$ cat src/sv/prc_pkg.sv
// prc_pkg: item types, register indexes and sizing constants shared by the
// clamped PID rate controller and its serial arithmetic units.
// No dependencies.
`default_nettype none

package prc_pkg;

  // Input item: pitch sample and time since the previous sample
  typedef struct packed {
    logic signed [15:0] pitch_sample;
    logic        [15:0] elapsed_us;
  } in_item_t;

  // Result item: clamped rate command and clamp flag
  typedef struct packed {
    logic signed [15:0] rate_command;
    logic               was_clamped;
  } out_item_t;

  // Configuration port
  localparam int CfgIdxW  = 8;
  localparam int CfgDataW = 24;

  localparam logic [CfgIdxW-1:0] RegGainP     = 8'd0;
  localparam logic [CfgIdxW-1:0] RegGainI     = 8'd1;
  localparam logic [CfgIdxW-1:0] RegGainD     = 8'd2;
  localparam logic [CfgIdxW-1:0] RegRateLimit = 8'd3;

  localparam logic [23:0] GainPReset     = 24'd1064960;
  localparam logic [23:0] GainIReset     = 24'd32768;
  localparam logic [23:0] GainDReset     = 24'd410;
  localparam logic [14:0] RateLimitReset = 15'd1280;

  // Microseconds per second, used both as multiplier and as divisor
  localparam logic [23:0] UsPerS = 24'd1000000;

  // Serial multiplier: 24-bit multiplier, 48-bit multiplicand, 2 bits a cycle
  localparam int MulAW     = 24;
  localparam int MulBW     = 48;
  localparam int ProdW     = MulAW + MulBW;
  localparam int MulDigit  = 2;
  localparam int MulSteps  = MulAW / MulDigit;
  localparam int MulCntW   = $clog2(MulSteps);

  // Serial divider: 72-bit dividend, 20-bit divisor, 2 quotient bits a cycle
  localparam int DvdW      = 72;
  localparam int DsrW      = 20;
  localparam int DivDigit  = 2;
  localparam int DivDigits = DvdW / DivDigit;
  localparam int DivCntW   = $clog2(DivDigits + 1);
  // Derivative quotient is 36 bits wide, so its division runs half length
  localparam int DerivW      = 36;
  localparam int DerivDigits = DerivW / DivDigit;

  // Correction accumulator width (signed)
  localparam int CorrW = 63;

  // Divider launch control
  typedef struct packed {
    logic               start;
    logic [DivCntW-1:0] digits;
  } div_ctrl_t;

endpackage

`default_nettype wire

$ cat src/sv/pid_rate_controller_clamped.sv
// pid_rate_controller_clamped: top level of the clamped PID rate controller.
// Depends on prc_pkg, prc_smul and prc_sdiv.
//
// Each accepted item (pitch in Q3.12 rad, elapsed time in us, zero taken as
// 1 us) yields one result: the command -(Kp*e + Ki*integral/1e6 + Kd*de*1e6/dt)
// clamped to +-rate_limit in Q8.8 rad/s, rounded to nearest, with a clamp
// flag. Gains are unsigned Q12.12 and may be written through the cfg port
// while the block is idle; cfg_ready is always high. Items are handled one
// at a time: in_stall is low only while the block is idle, and the block
// returns to idle once the result is loaded, which waits until the
// previous result has been taken. Two 2-bit-per-cycle multipliers and one
// shared 2-bit-per-cycle divider do the arithmetic; the division of the
// integral product by 10^6, the longest step, runs after the division for
// the derivative. The result waits in an output register, so the next item
// can be accepted before it is taken.
`default_nettype none

module pid_rate_controller_clamped import prc_pkg::*; (
  input  wire logic                clk,
  input  wire logic                rst_n,
  // input items
  input  wire logic                in_valid,
  output logic                     in_stall,
  input  wire in_item_t            in_item,
  // result items
  output logic                     out_valid,
  input  wire logic                out_stall,
  output out_item_t                out_item,
  // configuration writes
  input  wire logic                cfg_valid,
  output logic                     cfg_ready,
  input  wire logic [CfgIdxW-1:0]  cfg_index,
  input  wire logic [CfgDataW-1:0] cfg_data
);

  // Sequencer states
  localparam logic [3:0] S_IDLE  = 4'd0;
  localparam logic [3:0] S_MUL1  = 4'd1;
  localparam logic [3:0] S_WAIT1 = 4'd2;
  localparam logic [3:0] S_INT   = 4'd3;
  localparam logic [3:0] S_MUL2  = 4'd4;
  localparam logic [3:0] S_WAIT2 = 4'd5;
  localparam logic [3:0] S_MUL3  = 4'd6;
  localparam logic [3:0] S_WAIT3 = 4'd7;
  localparam logic [3:0] S_SUM1  = 4'd8;
  localparam logic [3:0] S_SUM2  = 4'd9;
  localparam logic [3:0] S_OUT   = 4'd10;

  localparam logic [47:0] IntMax = {1'b0, {47{1'b1}}};
  localparam logic [47:0] IntMin = {1'b1, {47{1'b0}}};

  logic [3:0]       state_r, state_nxt;

  // Configuration registers
  logic [23:0]      gain_p_r, gain_i_r, gain_d_r;
  logic [14:0]      rate_limit_r;

  // Controller state
  logic [47:0]      int_r, int_nxt;
  logic [16:0]      prior_r, prior_nxt;

  // Per-item working registers
  logic             e_neg_r, e_neg_nxt;
  logic [15:0]      e_mag_r, e_mag_nxt;
  logic             d_neg_r, d_neg_nxt;
  logic [15:0]      d_mag_r, d_mag_nxt;
  logic [15:0]      dt_r, dt_nxt;
  logic [CorrW-1:0] cacc_r, cacc_nxt;

  // Output register
  logic             out_valid_r, out_valid_nxt;
  out_item_t        out_r, out_nxt;

  // Arithmetic unit connections
  logic             a_start, b_start;
  logic [MulAW-1:0] a_mplier, b_mplier;
  logic [MulBW-1:0] a_mcand, b_mcand;
  logic             a_busy, b_busy, div_busy;
  logic [ProdW-1:0] a_prod, b_prod;
  div_ctrl_t        div_ctrl;
  logic [DvdW-1:0]  div_dvd, div_quot;
  logic [DsrW-1:0]  div_dsr;

  logic             in_take, out_take;
  logic [47:0]      int_mag;

  assign in_take  = in_valid && !in_stall;
  assign out_take = out_valid_r && !out_stall;
  assign int_mag  = int_r[47] ? (48'd0 - int_r) : int_r;

  prc_smul u_mul_a (
    .clk    (clk),
    .rst_n  (rst_n),
    .start  (a_start),
    .mplier (a_mplier),
    .mcand  (a_mcand),
    .busy   (a_busy),
    .prod   (a_prod)
  );

  prc_smul u_mul_b (
    .clk    (clk),
    .rst_n  (rst_n),
    .start  (b_start),
    .mplier (b_mplier),
    .mcand  (b_mcand),
    .busy   (b_busy),
    .prod   (b_prod)
  );

  prc_sdiv u_div (
    .clk      (clk),
    .rst_n    (rst_n),
    .ctrl     (div_ctrl),
    .dividend (div_dvd),
    .divisor  (div_dsr),
    .busy     (div_busy),
    .quot     (div_quot)
  );

  // Unit operand selection by sequencer state
  always_comb begin
    a_start         = 1'b0;
    a_mplier        = {8'd0, dt_r};
    a_mcand         = {32'd0, e_mag_r};
    b_start         = 1'b0;
    b_mplier        = UsPerS;
    b_mcand         = {32'd0, d_mag_r};
    div_ctrl.start  = 1'b0;
    div_ctrl.digits = DivCntW'(DerivDigits);
    div_dvd         = {b_prod[DerivW-1:0], {(DvdW-DerivW){1'b0}}};
    div_dsr         = {4'd0, dt_r};
    unique case (state_r)
      S_MUL1: begin
        // e*dt on A, |de|*1e6 on B
        a_start = 1'b1;
        b_start = 1'b1;
      end
      S_MUL2: begin
        // Ki*|integral| on A, Kp*|e| on B, derivative division
        a_start        = 1'b1;
        a_mplier       = gain_i_r;
        a_mcand        = int_mag;
        b_start        = 1'b1;
        b_mplier       = gain_p_r;
        b_mcand        = {32'd0, e_mag_r};
        div_ctrl.start = 1'b1;
      end
      S_MUL3: begin
        // Kd*|deriv| on B, integral product divided by 1e6
        b_start         = 1'b1;
        b_mplier        = gain_d_r;
        b_mcand         = {12'd0, div_quot[DerivW-1:0]};
        div_ctrl.start  = 1'b1;
        div_ctrl.digits = DivCntW'(DivDigits);
        div_dvd         = a_prod;
        div_dsr         = UsPerS[DsrW-1:0];
      end
      default: begin
      end
    endcase
  end

  // Sequencer and datapath next values
  always_comb begin
    logic signed [16:0] e17;
    logic signed [17:0] diff;
    logic [16:0]        e_abs;
    logic [17:0]        d_abs;
    logic [48:0]        edt;
    logic [48:0]        isum;
    logic [CorrW-1:0]   lim;
    logic               over, under;
    logic [31:0]        rnd;
    logic [15:0]        lim16;

    state_nxt     = state_r;
    int_nxt       = int_r;
    prior_nxt     = prior_r;
    e_neg_nxt     = e_neg_r;
    e_mag_nxt     = e_mag_r;
    d_neg_nxt     = d_neg_r;
    d_mag_nxt     = d_mag_r;
    dt_nxt        = dt_r;
    cacc_nxt      = cacc_r;
    out_nxt       = out_r;
    out_valid_nxt = out_valid_r && !out_take;

    // Item intake: error, change in error, magnitudes and signs
    e17   = 17'sd0 - {in_item.pitch_sample[15], in_item.pitch_sample};
    diff  = {e17[16], e17} - {prior_r[16], prior_r};
    e_abs = e17[16] ? (17'd0 - e17) : e17;
    d_abs = diff[17] ? (18'd0 - diff) : diff;

    // Integral update with saturation at 48 bits
    edt  = {16'd0, a_prod[32:0]};
    edt  = e_neg_r ? (49'd0 - edt) : edt;
    isum = {int_r[47], int_r} + edt;

    // Clamp and rounding of the correction
    lim   = {32'd0, rate_limit_r, 16'd0};
    over  = $signed(cacc_r) > $signed(lim);
    under = $signed(cacc_r) < -$signed(lim);
    rnd   = cacc_r[31:0] + 32'h0000_8000;
    lim16 = {1'b0, rate_limit_r};

    unique case (state_r)
      S_IDLE: begin
        if (in_valid) begin
          e_neg_nxt = e17[16];
          e_mag_nxt = e_abs[15:0];
          d_neg_nxt = diff[17];
          d_mag_nxt = d_abs[15:0];
          dt_nxt    = (in_item.elapsed_us == 16'd0) ? 16'd1 : in_item.elapsed_us;
          prior_nxt = e17;
          state_nxt = S_MUL1;
        end
      end
      S_MUL1: state_nxt = S_WAIT1;
      S_WAIT1: begin
        if (!a_busy && !b_busy) begin
          state_nxt = S_INT;
        end
      end
      S_INT: begin
        if (isum[48] != isum[47]) begin
          int_nxt = isum[48] ? IntMin : IntMax;
        end else begin
          int_nxt = isum[47:0];
        end
        state_nxt = S_MUL2;
      end
      S_MUL2: state_nxt = S_WAIT2;
      S_WAIT2: begin
        if (!a_busy && !b_busy && !div_busy) begin
          state_nxt = S_MUL3;
        end
      end
      S_MUL3: begin
        // c starts as -sign(e)*P
        cacc_nxt  = e_neg_r ? {23'd0, b_prod[39:0]}
                            : (CorrW'(0) - {23'd0, b_prod[39:0]});
        state_nxt = S_WAIT3;
      end
      S_WAIT3: begin
        if (!b_busy && !div_busy) begin
          state_nxt = S_SUM1;
        end
      end
      S_SUM1: begin
        cacc_nxt  = d_neg_r ? (cacc_r + {1'b0, b_prod[61:0]})
                            : (cacc_r - {1'b0, b_prod[61:0]});
        state_nxt = S_SUM2;
      end
      S_SUM2: begin
        cacc_nxt  = int_r[47] ? (cacc_r + {11'd0, div_quot[51:0]})
                              : (cacc_r - {11'd0, div_quot[51:0]});
        state_nxt = S_OUT;
      end
      S_OUT: begin
        if (!out_valid_r || !out_stall) begin
          out_nxt.was_clamped  = over || under;
          if (over) begin
            out_nxt.rate_command = lim16;
          end else if (under) begin
            out_nxt.rate_command = 16'd0 - lim16;
          end else begin
            out_nxt.rate_command = rnd[31:16];
          end
          out_valid_nxt = 1'b1;
          state_nxt     = S_IDLE;
        end
      end
      default: state_nxt = S_IDLE;
    endcase
  end

  // Control and state registers
  always_ff @(posedge clk) begin
    if (!rst_n) begin
      state_r      <= S_IDLE;
      out_valid_r  <= 1'b0;
      int_r        <= '0;
      prior_r      <= '0;
      gain_p_r     <= GainPReset;
      gain_i_r     <= GainIReset;
      gain_d_r     <= GainDReset;
      rate_limit_r <= RateLimitReset;
    end else begin
      state_r     <= state_nxt;
      out_valid_r <= out_valid_nxt;
      int_r       <= int_nxt;
      prior_r     <= prior_nxt;
      if (cfg_valid && cfg_ready) begin
        unique case (cfg_index)
          RegGainP:     gain_p_r     <= cfg_data;
          RegGainI:     gain_i_r     <= cfg_data;
          RegGainD:     gain_d_r     <= cfg_data;
          RegRateLimit: rate_limit_r <= cfg_data[14:0];
          default: begin
          end
        endcase
      end
    end
  end

  // Working and payload registers
  always_ff @(posedge clk) begin
    e_neg_r <= e_neg_nxt;
    e_mag_r <= e_mag_nxt;
    d_neg_r <= d_neg_nxt;
    d_mag_r <= d_mag_nxt;
    dt_r    <= dt_nxt;
    cacc_r  <= cacc_nxt;
    out_r   <= out_nxt;
  end

  assign in_stall  = (state_r != S_IDLE);
  assign out_valid = out_valid_r;
  assign out_item  = out_r;
  assign cfg_ready = 1'b1;

  // A unit is never relaunched while it is still working
  a_mul_a_free: assert property (@(posedge clk) disable iff (!rst_n)
    a_start |-> !a_busy)
    else $error("multiplier A launched while busy");

  a_mul_b_free: assert property (@(posedge clk) disable iff (!rst_n)
    b_start |-> !b_busy)
    else $error("multiplier B launched while busy");

  a_div_free: assert property (@(posedge clk) disable iff (!rst_n)
    div_ctrl.start |-> !div_busy)
    else $error("divider launched while busy");

  // Summation only starts once the last products are complete
  a_sum_ready: assert property (@(posedge clk) disable iff (!rst_n)
    (state_r == S_SUM1) |-> (!a_busy && !b_busy && !div_busy))
    else $error("summation began with a unit still busy");

  // An accepted item always launches both multipliers next cycle
  a_launch: assert property (@(posedge clk) disable iff (!rst_n)
    in_take |=> (a_start && b_start))
    else $error("accepted item did not launch the multipliers");

endmodule

`default_nettype wire

$ cat src/sv/prc_smul.sv
// prc_smul: unsigned shift-and-add multiplier, two multiplier bits a cycle.
// Depends on prc_pkg for widths and step count.
`default_nettype none

module prc_smul import prc_pkg::*; (
  input  wire logic             clk,
  input  wire logic             rst_n,
  input  wire logic             start,
  input  wire logic [MulAW-1:0] mplier,
  input  wire logic [MulBW-1:0] mcand,
  output logic                  busy,
  output logic [ProdW-1:0]      prod
);

  logic [ProdW-1:0]   p_r, p_nxt;
  logic [MulBW-1:0]   mc_r;
  logic [MulCntW-1:0] cnt_r;
  logic               busy_r;

  // Two right-shifting add steps; the upper 48 bits accumulate, the lower 24
  // bits hold the multiplier bits still to be consumed
  always_comb begin
    logic [MulBW:0]   sum;
    logic [ProdW:0]   wide;
    p_nxt = p_r;
    for (int k = 0; k < MulDigit; k++) begin
      sum   = {1'b0, p_nxt[ProdW-1:MulAW]} + (p_nxt[0] ? {1'b0, mc_r} : '0);
      wide  = {sum, p_nxt[MulAW-1:0]};
      p_nxt = wide[ProdW:1];
    end
  end

  // Control
  always_ff @(posedge clk) begin
    if (!rst_n) begin
      busy_r <= 1'b0;
      cnt_r  <= '0;
    end else if (start) begin
      busy_r <= 1'b1;
      cnt_r  <= MulCntW'(MulSteps - 1);
    end else if (busy_r) begin
      cnt_r <= cnt_r - 1'b1;
      if (cnt_r == '0) begin
        busy_r <= 1'b0;
      end
    end
  end

  // Datapath
  always_ff @(posedge clk) begin
    if (start) begin
      p_r  <= {{MulBW{1'b0}}, mplier};
      mc_r <= mcand;
    end else if (busy_r) begin
      p_r <= p_nxt;
    end
  end

  assign busy = busy_r;
  assign prod = p_r;

endmodule

`default_nettype wire

$ cat src/sv/prc_sdiv.sv
// prc_sdiv: unsigned restoring divider, two quotient bits a cycle, with a
// selectable digit count. The dividend is left-aligned by the caller.
// Depends on prc_pkg for widths and div_ctrl_t.
`default_nettype none

module prc_sdiv import prc_pkg::*; (
  input  wire logic            clk,
  input  wire logic            rst_n,
  input  wire div_ctrl_t       ctrl,
  input  wire logic [DvdW-1:0] dividend,
  input  wire logic [DsrW-1:0] divisor,
  output logic                 busy,
  output logic [DvdW-1:0]      quot
);

  logic [DsrW-1:0]    rem_r, rem_nxt;
  logic [DvdW-1:0]    dvd_r, dvd_nxt;
  logic [DvdW-1:0]    quo_r, quo_nxt;
  logic [DsrW-1:0]    dsr_r;
  logic [DivCntW-1:0] cnt_r;
  logic               busy_r;

  // Two compare-and-subtract steps; the remainder stays below the divisor
  always_comb begin
    logic [DsrW:0] t;
    logic          ge;
    rem_nxt = rem_r;
    dvd_nxt = dvd_r;
    quo_nxt = quo_r;
    for (int k = 0; k < DivDigit; k++) begin
      t       = {rem_nxt, dvd_nxt[DvdW-1]};
      ge      = (t >= {1'b0, dsr_r});
      rem_nxt = ge ? DsrW'(t - {1'b0, dsr_r}) : t[DsrW-1:0];
      dvd_nxt = {dvd_nxt[DvdW-2:0], 1'b0};
      quo_nxt = {quo_nxt[DvdW-2:0], ge};
    end
  end

  // Control
  always_ff @(posedge clk) begin
    if (!rst_n) begin
      busy_r <= 1'b0;
      cnt_r  <= '0;
    end else if (ctrl.start) begin
      busy_r <= 1'b1;
      cnt_r  <= ctrl.digits - 1'b1;
    end else if (busy_r) begin
      cnt_r <= cnt_r - 1'b1;
      if (cnt_r == '0) begin
        busy_r <= 1'b0;
      end
    end
  end

  // Datapath
  always_ff @(posedge clk) begin
    if (ctrl.start) begin
      rem_r <= '0;
      dvd_r <= dividend;
      quo_r <= '0;
      dsr_r <= divisor;
    end else if (busy_r) begin
      rem_r <= rem_nxt;
      dvd_r <= dvd_nxt;
      quo_r <= quo_nxt;
    end
  end

  assign busy = busy_r;
  assign quot = quo_r;

endmodule

`default_nettype wire
$ cat config.mk
export PLATFORM = sky130hd
export DESIGN_NAME = pid_rate_controller_clamped
export DESIGN_NICKNAME = d
export VERILOG_FILES = /design/src/sv/prc_pkg.sv /design/src/sv/pid_rate_controller_clamped.sv /design/src/sv/prc_smul.sv /design/src/sv/prc_sdiv.sv
export SDC_FILE = /design/constraint.sdc
export NUM_CORES = 2
export LEC_CHECK = 0
export BUFFER_PORTS_ARGS = -buffer_cell sky130_fd_sc_hd__buf_2
export CORE_ASPECT_RATIO = 1.75
export CORE_MARGIN = 3
export CORE_UTILIZATION = 60
export CTS_BUF_LIST = sky130_fd_sc_hd__clkbuf_8
export DETAILED_ROUTE_END_ITERATION = 10
export PLACE_DENSITY_LB_ADDON = 0.2
export SETUP_SLACK_MARGIN = 0.1
export SLEW_MARGIN = 20
export SYNTH_ARGS = -nofsm -noshare
export SYNTH_HDL_FRONTEND = slang
export SYNTH_SLANG_ARGS = --single-unit
$ cat constraint.sdc
create_clock -name clk -period 16.89 [get_ports clk]
set_input_delay 2.5335 -clock clk [delete_from_list [all_inputs] [get_ports clk]]
set_output_delay 2.5335 -clock clk [all_outputs]
set_load 0.02 [all_outputs]
==> flow_summary.ini <==
[place]
place_congestion = 0.961
detailed_place_hpwl_mm = 127
numPortBuffers = 87

[synth]
synthTopCellsByArea = edfxtp_1, dfxtp_1, ha_1
ys_ff_latch = 693
synth_area_mm2 = 0.0537
synth.distinct_cells = 86
synth-seq-area-share_pct = 32.4
syn_inst = 6451
synth_edf_count = 351
syn_nets = 6938
syn_area_per_cell_um2 = 8.32
yosysTopAreaCellShare_pct = 19.6
synthFlopType = edfxtp_1
ys_async_sr_fraction_pct = 0
synth-warning-count = 0
synth_top_area_cell = edfxtp_1

[global_routing]
grt_max_degree = 91
gr-total-overflow = 0
grt_pass1_wl_mm = 257
grt_use_total_pct = 35.1
antenna_found_initial = 8
grt_pass1_vias = 47396

[critical_path]
criticalPathCategory = flop to flop
cp_slowest_stage_delay_ps = 610
crit_chain = buf_4, nand2_1, inv_1, ha_1, a211oi_1, o211ai_1, a221oi_1, o21ai_0, a31oi_1, o21ai_0, xor2_1, ha_1, o21ai_0, nor2_1, o41ai_1, o211ai_1, a221oi_1, o31a_1, o211ai_1, and3_1, o2111ai_1, o21ai_0, a2111oi_0, nand3b_1
arrival_ps = 7940
crit_top_cell = o21ai_0
r2r_start = u_mul_b.prod[0]
r2r_slack_ps = 9690
cp_max_fo = 29
required_ps = 17630
start_kind = flop
endpoint_kind = flop
cp_slowest_cell = edfxtp_1
ff2ff_path_depth = 24
reg2reg_to = u_mul_b.prod[64]

[timing]
clock.fmax_mhz = 139
holdWs_ps = 462
finalCriticalPeriod_ps = 7200
relSlewSlack_pct = 19.8
post-route-period-util_pct = 42.6
finalHoldViolations = 0
fin_worst_skew_ps = 37.5
drv_slew = 0
tns_ps = 0
rsz0062_at_grt = no
tightestPinTransition_ps = 1200
setup_viol = 0

[floorplan]
initial_core_util_pct = 60.8
row_count = 144
die_h_um = 402
die_w_um = 232
dieArea_mm2 = 0.0932
pin_count = 89
coreArea_mm2 = 0.0883

[detailed_routing]
top_layer = met5
wl_met3_mm = 7.61
met1_length_mm = 57.3
dr_wl_met2_mm = 85.5
drt_iter0_drc = 3185
num_vias = 47914
finalWirelength_mm = 166
drcViolationCount = 0
wire_per_inst_um = 21.9
routed_via_density = 6.30
drt_pass1_iterations = 7
final_antenna_net_count = 0

[cts]
post-cts-setup-buffer-count = 0
cts_inserted_buffers = 104
cts-resized-gates = 0
cts_tree = built
root_buffer = clkbuf_8
cts_hold_buf = 0
htree_num_levels = 3
cts.sinks = 693
insertion_delay_ps = 810
clockBufferDepth = 3
clkTransAtPathRegs_ps = 70

[finish]
final_cell_mix = nor2_1, nand2_1, a21oi_1, ha_1, o21ai_0
drive_above_1_share_pct = 5.85
final_common_cell = nor2_1
area_growth_pct = 6.37
final_nets = 6835

[min_path]
min_from = gain_p_r[6]
min_to = gain_p_r[6]
min_path_type = flop to flop
min_path_cells = 2

[flow_run]
maxCapViolations = 0

[power_and_ir_drop]
p_leak_nw = 23.8
p_per_area_mw_per_mm2 = 190
power_mw = 10.8
ir_drop_uv = 120

[outcome]
status = completed
[critical path: cells and delay by family (launching register included)]
family,cells,cell delay [ps]
AOI/OAI and AO/OA,15,4630
and+or+nand+nor,4,620
DFF,1,610
adders and majority gates,2,610
buffers and inverters,2,450
xor gates and xnor gates,1,190
[state kept, by name, indices dropped and copies added (netlist names), 20 cells and up]
signal,count
gain_i_r,24
u_div.rem_r,20
u_mul_b.mc_r,36
u_div.dvd_r,72
int_r,48
cacc_r,63
u_div.quot,52
gain_p_r,24
gain_d_r,24
u_mul_b.prod,72
u_mul_a.mc_r,48
u_mul_a.prod,72
[layer usage]
| layer | vias up | track usage [%] |
|---|---|---|
| met1 | 22804 | 34.5 |
| met5 | - | 0 |
| met2 | 1469 | 64.4 |
| met4 | 4 | 28.3 |
| met3 | 632 | 5.08 |
| li1 | 23005 | - |
[worst max path at each step]
stage / start / to / depth (start not counted)
after floorplan: u_div.dsr_r[1] / u_div.rem_r[12] / 25
after CTS: u_mul_b.prod[1] / cacc_r[55] / 25
after detailed placement: u_mul_b.prod[1] / cacc_r[55] / 25
after global placement: u_mul_b.prod[0] / u_mul_b.prod[64] / 24
after global routing: u_mul_b.prod[0] / u_mul_b.prod[64] / 24
final: u_mul_b.prod[0] / u_mul_b.prod[64] / 24
[logic make-up after synthesis]
logic type | Yosys count | synth area share (%)
adders and majority gates | 421 | 9.93
buffers and inverters | 533 | 3.75
AOI/OAI and AO/OA | 1821 | 21.4
and+or+nand+nor | 2239 | 20.0
DFF | 693 | 32.4
other | 1 | 0.00699
xor gates and xnor gates | 598 | 9.76
muxes | 145 | 2.72
[area by class of cell]
cell class                      instances  area [um^2]
Tap cell                             1168         1460
Fill cell                            7869        31200
Multi-Input combinational cell       5225        34400
Antenna cell                            3         7.51
Timing Repair Buffer                  141          887
Clock inverter                         80          649
Clock buffer                          117         1610
Inverter                              183          689
Sequential cell                       693        17400
[synthesized netlist by cell type (56+ instances only)]
cell / number
nor2_1: 666
nand2_1: 627
a21oi_1: 576
ha_1: 409
o21ai_0: 399
xnor2_1: 364
edfxtp_1: 351
dfxtp_1: 342
clkbuf_1: 315
xor2_1: 234
and2_1: 215
a21o_1: 201
inv_1: 181
mux2i_1: 140
nor3_1: 118
a21boi_0: 106
nand3_1: 91
nor2b_1: 83
a31oi_1: 82
nand4_1: 69
nor3b_1: 66
nor4_1: 63
nand2b_1: 58
a221o_1: 56
[stage by stage]
stage          setup WS [ps]  std cells  utilization, %  cell area (um^2)
6_report                9690       7610            64.7             57100
5_1_grt                 9150       7608            64.6             57100
4_1_cts                 9780       7603            64.6             57000
3_5_place_dp            9830       7406            62.0             54700
3_3_place_gp            9980       7406            62.0             54700
2_1_floorplan          10970       6451               -             53700
[report_power, final]
group / total (mW) / internal (mW) / switching (mW)
combinational: 6.56 / 2.62 / 3.94
clock: 1.53 / 0.809 / 0.723
sequential: 2.75 / 2.26 / 0.487
(Power assumes the default switching activity.)
